**src/rtl/core/bcba_pkg.sv**
```systemverilog
// Shared constants and types of the bitmap contiguous block allocator.
`timescale 1ns / 1ps

package bcba_pkg;

  localparam int unsigned MAX_BLOCKS_DEF = 1024;
  localparam int unsigned WORD_BITS_DEF  = 32;

  localparam int unsigned DATA_W  = 32;
  localparam int unsigned BSIZE_W = 17;
  localparam int unsigned BCNT_W  = 11;
  localparam int unsigned PADDR_W = 4;

  localparam logic [1:0] REG_BASE_ADDRESS = 2'd0;
  localparam logic [1:0] REG_BLOCK_SIZE   = 2'd1;
  localparam logic [1:0] REG_BLOCK_COUNT  = 2'd2;

  localparam logic [DATA_W-1:0]  BASE_RST  = 32'd0;
  localparam logic [BSIZE_W-1:0] BSIZE_RST = 17'd4096;
  localparam logic [BCNT_W-1:0]  BCNT_RST  = 11'd1024;

  localparam logic ACT_ALLOC = 1'b0;
  localparam logic ACT_FREE  = 1'b1;

  localparam logic ST_DONE    = 1'b0;
  localparam logic ST_NOSPACE = 1'b1;

  typedef struct packed {
    logic               start;
    logic [DATA_W-1:0]  dividend;
    logic [BSIZE_W-1:0] divisor;
  } div_req_t;

  typedef struct packed {
    logic               done;
    logic [DATA_W-1:0]  quotient;
    logic [BSIZE_W-1:0] remainder;
  } div_rsp_t;

endpackage

```
**src/rtl/core/bcba_div.sv**
```systemverilog
// Radix-2 restoring divider, one quotient bit per cycle.
`timescale 1ns / 1ps

module bcba_div (
  input  logic               clk_i,
  input  logic               rst_ni,
  input  bcba_pkg::div_req_t req_i,
  output bcba_pkg::div_rsp_t rsp_o
);
  import bcba_pkg::*;

  localparam int unsigned STEPS  = DATA_W;
  localparam int unsigned STEP_W = $clog2(STEPS);

  logic               busy_q;
  logic               done_q;
  logic [STEP_W-1:0]  step_q;
  logic [DATA_W-1:0]  quo_q;
  logic [BSIZE_W-1:0] rem_q;
  logic [BSIZE_W-1:0] dvs_q;
  logic [BSIZE_W:0]   trial;
  logic               ge;

  assign trial = {rem_q, quo_q[DATA_W-1]};
  assign ge    = trial >= {1'b0, dvs_q};

  always_ff @(posedge clk_i or negedge rst_ni) begin
    if (!rst_ni) begin
      busy_q <= 1'b0;
      done_q <= 1'b0;
      step_q <= '0;
    end else begin
      done_q <= 1'b0;
      if (req_i.start) begin
        busy_q <= 1'b1;
        step_q <= '0;
      end else if (busy_q) begin
        step_q <= step_q + STEP_W'(1);
        if (step_q == STEP_W'(STEPS - 1)) begin
          busy_q <= 1'b0;
          done_q <= 1'b1;
        end
      end
    end
  end

  always_ff @(posedge clk_i) begin
    if (req_i.start) begin
      quo_q <= req_i.dividend;
      rem_q <= '0;
      dvs_q <= req_i.divisor;
    end else if (busy_q) begin
      rem_q <= ge ? BSIZE_W'(trial - {1'b0, dvs_q}) : trial[BSIZE_W-1:0];
      quo_q <= {quo_q[DATA_W-2:0], ge};
    end
  end

  assign rsp_o.done      = done_q;
  assign rsp_o.quotient  = quo_q;
  assign rsp_o.remainder = rem_q;

endmodule

```
**src/rtl/core/bitmap_contiguous_block_allocator.sv**
```systemverilog
// Top level of the first-fit bitmap block allocator.
//
// Usage: a request enters on the in channel (valid/stall) with an action, a free
// address and a byte count; one result (granted address, status) leaves on the
// out channel. Allocate rounds the byte count up to blocks, takes the lowest run
// of free blocks below block_count, marks it used and grants
// base_address + start * block_size. Free clears the run at the given address.
// Configuration goes through the APB port (base 0x0, block size 0x4, count 0x8).
// Each request runs a divide for the block count (a free runs a second one for
// its start block); an allocation then scans bit by bit up to block_count,
// reading each bitmap word before its bits, and forms the address with a
// multiply and an add. A run to mark or clear is written by a read-modify-write
// sweep over all MAP_WORDS words; one request is worked on at a time.
// Reset: the configuration, state, word index and output valid registers reset,
// and a clearing pass zeroes the bitmap; in_stall_o stays high meanwhile.
// When the receiver stalls, the result is held in the output register; the next
// request is still taken and its result waits until the register frees up.
`timescale 1ns / 1ps

module bitmap_contiguous_block_allocator #(
  parameter int unsigned MAX_BLOCKS = bcba_pkg::MAX_BLOCKS_DEF,
  parameter int unsigned WORD_BITS  = bcba_pkg::WORD_BITS_DEF
) (
  input  logic                          clk_i,
  input  logic                          rst_ni,
  input  logic                          psel,
  input  logic                          penable,
  input  logic                          pwrite,
  input  logic [bcba_pkg::PADDR_W-1:0]  paddr,
  input  logic [bcba_pkg::DATA_W-1:0]   pwdata,
  output logic [bcba_pkg::DATA_W-1:0]   prdata,
  output logic                          pready,
  input  logic                          in_valid_i,
  output logic                          in_stall_o,
  input  logic                          in_action_i,
  input  logic [bcba_pkg::DATA_W-1:0]   in_free_address_i,
  input  logic [bcba_pkg::DATA_W-1:0]   in_byte_count_i,
  output logic                          out_valid_o,
  input  logic                          out_stall_i,
  output logic [bcba_pkg::DATA_W-1:0]   out_granted_address_o,
  output logic                          out_status_o
);
  import bcba_pkg::*;

  localparam int unsigned MAP_WORDS = (MAX_BLOCKS + WORD_BITS - 1) / WORD_BITS;
  localparam int unsigned WI_W      = (MAP_WORDS > 1) ? $clog2(MAP_WORDS) : 1;
  localparam int unsigned BI_W      = $clog2(WORD_BITS);
  localparam int unsigned CW        = $clog2(MAX_BLOCKS + 1);
  localparam int unsigned PW        = DATA_W + 1;

  localparam logic [3:0] S_CLR  = 4'd0;
  localparam logic [3:0] S_IDLE = 4'd1;
  localparam logic [3:0] S_DIV1 = 4'd2;
  localparam logic [3:0] S_DIV2 = 4'd3;
  localparam logic [3:0] S_SRD  = 4'd4;
  localparam logic [3:0] S_SCAN = 4'd5;
  localparam logic [3:0] S_MUL  = 4'd6;
  localparam logic [3:0] S_ADD  = 4'd7;
  localparam logic [3:0] S_MRD  = 4'd8;
  localparam logic [3:0] S_MWR  = 4'd9;
  localparam logic [3:0] S_DONE = 4'd10;

  // Configuration registers.
  logic [DATA_W-1:0]  base_q;
  logic [BSIZE_W-1:0] bsize_q;
  logic [BCNT_W-1:0]  bcnt_q;
  logic               cfg_we;

  assign pready = 1'b1;
  assign cfg_we = psel && penable && pwrite;

  always_ff @(posedge clk_i or negedge rst_ni) begin
    if (!rst_ni) begin
      base_q  <= BASE_RST;
      bsize_q <= BSIZE_RST;
      bcnt_q  <= BCNT_RST;
    end else if (cfg_we) begin
      unique case (paddr[3:2])
        REG_BASE_ADDRESS: base_q  <= pwdata;
        REG_BLOCK_SIZE:   bsize_q <= pwdata[BSIZE_W-1:0];
        REG_BLOCK_COUNT:  bcnt_q  <= pwdata[BCNT_W-1:0];
        default: ;
      endcase
    end
  end

  always_comb begin
    unique case (paddr[3:2])
      REG_BASE_ADDRESS: prdata = base_q;
      REG_BLOCK_SIZE:   prdata = DATA_W'(bsize_q);
      REG_BLOCK_COUNT:  prdata = DATA_W'(bcnt_q);
      default:          prdata = '0;
    endcase
  end

  // Zero block size acts as one; count clamps to the map size.
  logic [BSIZE_W-1:0] eff_size;
  logic [CW-1:0]      eff_cnt;
  logic [DATA_W-1:0]  cnt_wide;

  assign eff_size = (bsize_q == '0) ? BSIZE_W'(1) : bsize_q;
  assign cnt_wide = (DATA_W'(bcnt_q) > DATA_W'(MAX_BLOCKS)) ? DATA_W'(MAX_BLOCKS)
                                                            : DATA_W'(bcnt_q);
  assign eff_cnt  = cnt_wide[CW-1:0];

  // Sequencer state.
  logic [3:0]          state_q, state_d;
  logic                act_q;
  logic [DATA_W-1:0]   addr_q;
  logic [DATA_W-1:0]   n_q;
  logic [CW-1:0]       idx_q;
  logic [CW-1:0]       run_q;
  logic [WI_W-1:0]     wi_q;
  logic [BI_W-1:0]     bi_q;
  logic [PW-1:0]       wbase_q;
  logic [PW-1:0]       lo_q;
  logic [PW-1:0]       hi_q;
  logic                setv_q;
  logic [DATA_W-1:0]   prod_q;
  logic [DATA_W-1:0]   res_addr_q;
  logic                res_stat_q;
  logic                out_valid_q;
  logic [DATA_W-1:0]   out_addr_q;
  logic                out_stat_q;

  // Bitmap memory, one word per address.
  logic [WORD_BITS-1:0] map_mem [MAP_WORDS];
  logic [WORD_BITS-1:0] rdata_q;
  logic                 map_we;
  logic [WORD_BITS-1:0] map_wdata;
  logic [WORD_BITS-1:0] mask;

  always_ff @(posedge clk_i) begin
    if (map_we) begin
      map_mem[wi_q] <= map_wdata;
    end
    rdata_q <= map_mem[wi_q];
  end

  // Range mask of the word at wbase_q: bits in [lo, hi) and below MAX_BLOCKS.
  always_comb begin
    logic [PW-1:0] pos;
    mask = '0;
    for (int k = 0; k < WORD_BITS; k++) begin
      pos = wbase_q + PW'(k);
      mask[k] = (pos >= lo_q) && (pos < hi_q) && (pos < PW'(MAX_BLOCKS));
    end
  end

  assign map_we    = (state_q == S_CLR) || (state_q == S_MWR);
  assign map_wdata = (state_q == S_CLR) ? '0 :
                     setv_q ? (rdata_q | mask) : (rdata_q & ~mask);

  // Shared divider.
  div_req_t div_req;
  div_rsp_t div_rsp;

  bcba_div u_div (
    .clk_i (clk_i),
    .rst_ni(rst_ni),
    .req_i (div_req),
    .rsp_o (div_rsp)
  );

  logic              in_acc;
  logic [DATA_W-1:0] n_c;
  logic [DATA_W-1:0] need_c;
  logic [CW-1:0]     start_c;
  logic              last_word;
  logic              out_free;

  assign in_acc    = in_valid_i && !in_stall_o;
  assign in_stall_o = (state_q != S_IDLE);
  assign n_c       = div_rsp.quotient + DATA_W'(div_rsp.remainder != '0);
  assign need_c    = (n_q == '0) ? DATA_W'(1) : n_q;
  assign start_c   = CW'(idx_q + CW'(1) - need_c[CW-1:0]);
  assign last_word = (wi_q == WI_W'(MAP_WORDS - 1));
  assign out_free  = !out_valid_q || !out_stall_i;

  always_comb begin
    div_req.start    = 1'b0;
    div_req.dividend = in_byte_count_i;
    div_req.divisor  = eff_size;
    state_d          = state_q;
    if (state_q == S_IDLE && in_acc) begin
      div_req.start = 1'b1;
    end
    if (state_q == S_DIV1 && div_rsp.done && act_q == ACT_FREE) begin
      div_req.start    = 1'b1;
      div_req.dividend = addr_q - base_q;
    end
    unique case (state_q)
      S_CLR:  if (last_word) state_d = S_IDLE;
      S_IDLE: if (in_acc) state_d = S_DIV1;
      S_DIV1: begin
        if (div_rsp.done) begin
          if (act_q == ACT_FREE) begin
            state_d = S_DIV2;
          end else if (n_c > DATA_W'(eff_cnt) || eff_cnt == '0) begin
            state_d = S_DONE;
          end else begin
            state_d = S_SRD;
          end
        end
      end
      S_DIV2: if (div_rsp.done) state_d = S_MRD;
      S_SRD:  state_d = S_SCAN;
      S_SCAN: begin
        if (idx_q == eff_cnt) begin
          state_d = S_DONE;
        end else if (!rdata_q[bi_q] && (DATA_W'(run_q) + DATA_W'(1) == need_c)) begin
          state_d = S_MUL;
        end else if (bi_q == BI_W'(WORD_BITS - 1)) begin
          state_d = S_SRD;
        end
      end
      S_MUL:  state_d = S_ADD;
      S_ADD:  state_d = (n_q == '0) ? S_DONE : S_MRD;
      S_MRD:  state_d = S_MWR;
      // Read the next word before each write; leave after the last one.
      S_MWR:  state_d = last_word ? S_DONE : S_MRD;
      S_DONE: if (out_free) state_d = S_IDLE;
      default: state_d = S_IDLE;
    endcase
  end

  always_ff @(posedge clk_i or negedge rst_ni) begin
    if (!rst_ni) begin
      state_q     <= S_CLR;
      wi_q        <= '0;
      out_valid_q <= 1'b0;
    end else begin
      state_q <= state_d;
      if (state_q == S_DONE && out_free) begin
        out_valid_q <= 1'b1;
      end else if (!out_stall_i) begin
        out_valid_q <= 1'b0;
      end
      priority if (state_q == S_CLR) begin
        wi_q <= last_word ? '0 : wi_q + WI_W'(1);
      end else if (state_q == S_SCAN && state_d == S_SRD) begin
        wi_q <= wi_q + WI_W'(1);
      end else if (state_q == S_MWR) begin
        wi_q <= wi_q + WI_W'(1);
      end else if (state_d == S_MRD && state_q != S_MWR) begin
        wi_q <= '0;
      end else if (state_q == S_DIV1 && state_d == S_SRD) begin
        wi_q <= '0;
      end else begin
        wi_q <= wi_q;
      end
    end
  end

  // Datapath registers.
  always_ff @(posedge clk_i) begin
    if (state_q == S_IDLE && in_acc) begin
      act_q      <= in_action_i;
      addr_q     <= in_free_address_i;
      res_addr_q <= '0;
      res_stat_q <= ST_DONE;
    end
    if (state_q == S_DIV1 && div_rsp.done) begin
      n_q     <= n_c;
      idx_q   <= '0;
      run_q   <= '0;
      bi_q    <= '0;
      if (act_q == ACT_ALLOC && state_d == S_DONE) begin
        res_stat_q <= ST_NOSPACE;
      end
    end
    if (state_q == S_DIV2 && div_rsp.done) begin
      lo_q    <= PW'(div_rsp.quotient);
      hi_q    <= PW'(div_rsp.quotient) + PW'(n_q);
      setv_q  <= 1'b0;
      wbase_q <= '0;
    end
    if (state_q == S_SCAN) begin
      if (idx_q == eff_cnt) begin
        res_stat_q <= ST_NOSPACE;
      end else if (state_d == S_MUL) begin
        lo_q   <= PW'(start_c);
        hi_q   <= PW'(start_c) + PW'(n_q);
        setv_q <= 1'b1;
      end else begin
        run_q <= rdata_q[bi_q] ? '0 : run_q + CW'(1);
        idx_q <= idx_q + CW'(1);
        bi_q  <= (bi_q == BI_W'(WORD_BITS - 1)) ? '0 : bi_q + BI_W'(1);
      end
    end
    if (state_q == S_MUL) begin
      prod_q <= lo_q[DATA_W-1:0] * DATA_W'(eff_size);
    end
    if (state_q == S_ADD) begin
      res_addr_q <= base_q + prod_q;
      wbase_q    <= '0;
    end
    if (state_q == S_MWR) begin
      wbase_q <= wbase_q + PW'(WORD_BITS);
    end
    if (state_q == S_DONE && out_free) begin
      out_addr_q <= res_addr_q;
      out_stat_q <= res_stat_q;
    end
  end

  assign out_valid_o           = out_valid_q;
  assign out_granted_address_o = out_addr_q;
  assign out_status_o          = out_stat_q;

`ifndef SYNTHESIS
  a_fail_zero_addr: assert property (@(posedge clk_i) disable iff (!rst_ni)
    out_valid_o && out_status_o |-> out_granted_address_o == '0)
    else $error("failed request carries a nonzero address");
  a_busy_after_accept: assert property (@(posedge clk_i) disable iff (!rst_ni)
    in_acc |=> in_stall_o)
    else $error("block took a request without going busy");
  a_scan_bound: assert property (@(posedge clk_i) disable iff (!rst_ni)
    state_q == S_SCAN |-> idx_q <= eff_cnt)
    else $error("scan ran past block count");
  a_div_done_state: assert property (@(posedge clk_i) disable iff (!rst_ni)
    div_rsp.done |-> (state_q == S_DIV1 || state_q == S_DIV2))
    else $error("divider finished outside a divide step");
`endif

endmodule
```
**config.mk**
```make
export PLATFORM = sky130hd
export DESIGN_NAME = bitmap_contiguous_block_allocator
export DESIGN_NICKNAME = d
export VERILOG_FILES = /design/src/rtl/core/bcba_pkg.sv /design/src/rtl/core/bcba_div.sv /design/src/rtl/core/bitmap_contiguous_block_allocator.sv
export SDC_FILE = /design/constraint.sdc
export NUM_CORES = 2
export LEC_CHECK = 0
export BUFFER_PORTS_ARGS = -buffer_cell sky130_fd_sc_hd__buf_2
export CELL_PAD_IN_SITES_DETAIL_PLACEMENT = 1
export CELL_PAD_IN_SITES_GLOBAL_PLACEMENT = 1
export CORE_MARGIN = 10
export CORE_UTILIZATION = 25
export DETAILED_ROUTE_END_ITERATION = 8
export PLACE_DENSITY = 0.48
export SLEW_MARGIN = 10
export SYNTH_ARGS = -nofsm -noshare
export SYNTH_HDL_FRONTEND = slang
export SYNTH_SLANG_ARGS = --single-unit
```
**constraint.sdc**
```tcl
create_clock -name clk_i -period 6.2 [get_ports clk_i]
set_clock_uncertainty 0.15 [all_clocks]
set_input_delay 1.86 -clock clk_i [delete_from_list [all_inputs] [get_ports clk_i]]
set_output_delay 1.86 -clock clk_i [all_outputs]
set_load 0.03 [all_outputs]
```
==> flow_summary.toml <==
[min_path]
holdCritStartpoint = "res_addr_q[29]"
hp-class = "reg2reg"
min_to = "out_granted_address_o[29]"
worstHoldPathCells = 0

[synthesis]
synthTopCellsByCount = "edfxtp_1, nand2_1, inv_1, fa_1, ha_1"
synth_area_leaders = "edfxtp_1, fa_1, mux4_2, ha_1, dfxtp_1"
synth-seq-cells = 1484
yosys.area.top_type = "edfxtp_1"
synth_edf_count = 1263
synth.most_common_cell = "edfxtp_1"
synth_seq_area_share_pct = 54.31
synth_nets = 6834
synth_cells = 6122
ys.flop_type = "edfxtp_1"
asyncSetResetFlopFracSynth_pct = 5.189
synth_top_area_share_pct = 48.20
synth_area_um2 = 78690
yosys_warnings = 0
yosysUniqueCellTypes = 94
synth.avg_cell_area_um2 = 12.85

[final_layout]
nNetsFinal = 7220
multi_input_area_um2 = 33410
areaGrowthSynthToFinish_pct = 18.50
fill_cells = 33730
drive_above_1_share_pct = 19.65
largest_reg_flops = 1024
fin_util_pct = 29.82
layout.area.seq_um2 = 42760
regMostFlops = "map_mem"
reg_top3 = "map_mem (1024), hi_q (33), lo_q (33)"

[detailed_routing]
via_per_inst = 4.800
initialDrtViolationCount = 3524
wl_um = 276500
firstDrtPassIters = 8
drc_errors = 0
wl_per_cell_um = 25.61
vias = 51820
ant_nets = 0

[worst_setup_path]
crit_arrival_ps = 6850
cp-start-kind = "register"
crit_path_end_kind = "register"
reg2reg_slack_ps = -210
worstReg2RegEnd = "prod_q[31]"
crit_path_max_fanout = 6
timing.rr.start = "bsize_q[6]"
worst_ep_required_time_ps = 6640
critical_path.most_common_cell = "fa_1"
r2r_cells = 24
cp_slowest_cell = "fa_1"
slowest_delay_ps = 520
path_class = "reg2reg"
worstPathCellList = "buf_6 > and2_4 > fa_1 > inv_2 > fa_1 > fa_1 > fa_1 > inv_1 > fa_1 > inv_2 > fa_1 > inv_2 > ha_4 > or3_4 > o21ai_4 > a211oi_4 > o31ai_2 > buf_4 > a21oi_4 > a31o_4 > a21oi_4 > o21bai_4 > a211oi_2 > xnor2_1"

[timing]
tightest_slew_ps = 1214
timing.fmax_ghz = 0.1560
rsz0062_at_grt = "true"
hold_ws_ps = 266.5
period_minus_slack_ps = 6409
hold_viol = 0
final-max-slew-violation-count = 0
fin_crit_sh_pct = 103.4
fin_ws_ps = -209.5
relSlewSlack_pct = 18.87
finalSetupViolCount = 6

[floorplan]
initial_core_util_pct = 25.17
die_area_um2 = 337600
io_pins = 176
die_y_um = 581.0
core_um2 = 312700
row_count = 205
dieWidth_um = 581.0

[clock_network]
clock_path_buffers = 4
htreeDepth = 4
clock_sinks = 1484
clk_latency_ps = 890
cts_root_buf = "clkbuf_16"
cts_made_buffers = 178
cts_tree = "yes"
clk_pin_slew_worst_paths_ps = 60
postCtsHoldBufs = 0

[outcome]
violations = "negative setup slack"
status = "finished, violations left"

[global_route]
overflow = 0
antenna_found_initial = 3
grt_max_degree = 84
grt_pass1_vias = 55310
grt_usage_pct = 15.88
grt_first_pass_wirelength_um = 401300

[placement]
dp_hpwl_um = 191300
place_congestion = 0.8229
io_buffers = 172
pre_cts_ws_ps = -609.6

[job]
drv_cap = 0
cells by family after synthesis:
| group | Yosys count | synth area share, % |
|---|---|---|
| AND/OR/NAND/NOR | 1583 | 9.469 |
| multiplexers | 350 | 8.708 |
| AO/OA/AOI/OAI | 938 | 7.739 |
| flip-flops | 1484 | 54.31 |
| buffers and inverters | 929 | 4.471 |
| other | 1 | 0.004765 |
| adder cells (fa/ha/maj) | 604 | 12.70 |
| XOR/XNOR | 233 | 2.593 |
worst max-delay path by stage:
stage	slack (ps)	startpoint	end	cells after the start
after global routing	-390	bsize_q[5]	prod_q[31]	22
after CTS	-290	bsize_q[5]	prod_q[31]	24
after global placement	-660	bsize_q[6]	prod_q[31]	24
final	-210	bsize_q[6]	prod_q[31]	24
after floorplan	-50	bsize_q[6]	prod_q[31]	22
after detailed placement	-610	bsize_q[6]	prod_q[31]	24
what timing repair did:
| action | in CTS | in global routing |
|---|---|---|
| resized for setup | 45 | 58 |
| gates cloned | 0 | 1 |
| setup buffers | 5 | 6 |
| endpoints found under the setup margin | 11 | 11 |
| pin swaps | 37 | 55 |
per-stage QoR:
step	TNS, ps	cells	instance area (um2)
CTS	-1499	10780	92880
detailed placement	-3960	10460	86910
global route	-2624	10790	93250
finish	-879.4	10800	93250
global placement	-4086	10460	86910
floorplan	-46.72	6122	78860
per-layer routing:
metal  global-route usage, %  vias up  part of all wire, %  wire, um
met5                       0        -                    0         0
met4                   3.473        0                  2.4      6568
met3                   2.006      314                  3.7     10260
met2                   27.34     1056                   49    135100
met1                   21.34    27550                   45    124600
li1                        -    22900                    -         -
placed cells by master, fill, tap and decap left out, types with 36 or more instances in the layout:
cell type / Yosys / routed
edfxtp_1: 1263 / 1263
nand2_1: 675 / 667
inv_1: 590 / 579
buf_4: 2 / 338
fa_1: 325 / 320
mux4_2: 265 / 265
ha_1: 279 / 264
nor2_1: 272 / 238
a21oi_1: 221 / 213
o21ai_0: 223 / 206
clkbuf_16: 0 / 180
buf_2: 19 / 171
xnor2_1: 153 / 152
dfxtp_1: 144 / 140
a22oi_1: 129 / 129
and2_1: 136 / 128
nand3_1: 112 / 110
a21o_1: 90 / 90
nand4_1: 81 / 81
xor2_1: 80 / 79
dfrtp_1: 75 / 68
nor3_1: 68 / 65
mux2i_1: 58 / 43
nor2b_1: 41 / 39
clkbuf_1: 278 / 38
nor4_1: 39 / 36
area by class of cell:
class	instances	share of cell area [%]
Sequential cell	1484	45.85
Multi-Input combinational cell	3709	35.83
Tap cell	4140	5.555
Clock buffer	226	5.089
Timing Repair Buffer	542	4.244
Inverter	593	2.387
Clock inverter	97	1.032
Antenna cell	5	0.01342
critical path, delay by kind of cell, from the launching register on:
family | cells | cell delay, ps
adders and majority gates | 7 | 3210
xor gates and xnor gates | 1 | 110
and+or+nand+nor | 2 | 520
AOI/OAI and AO/OA | 8 | 1240
buffers and inverters | 6 | 500
DFF | 1 | 450
Power is left out: the tool's default activity adds up to more than one toggle a clock period on the data nets, which glitch-free logic cannot reach.
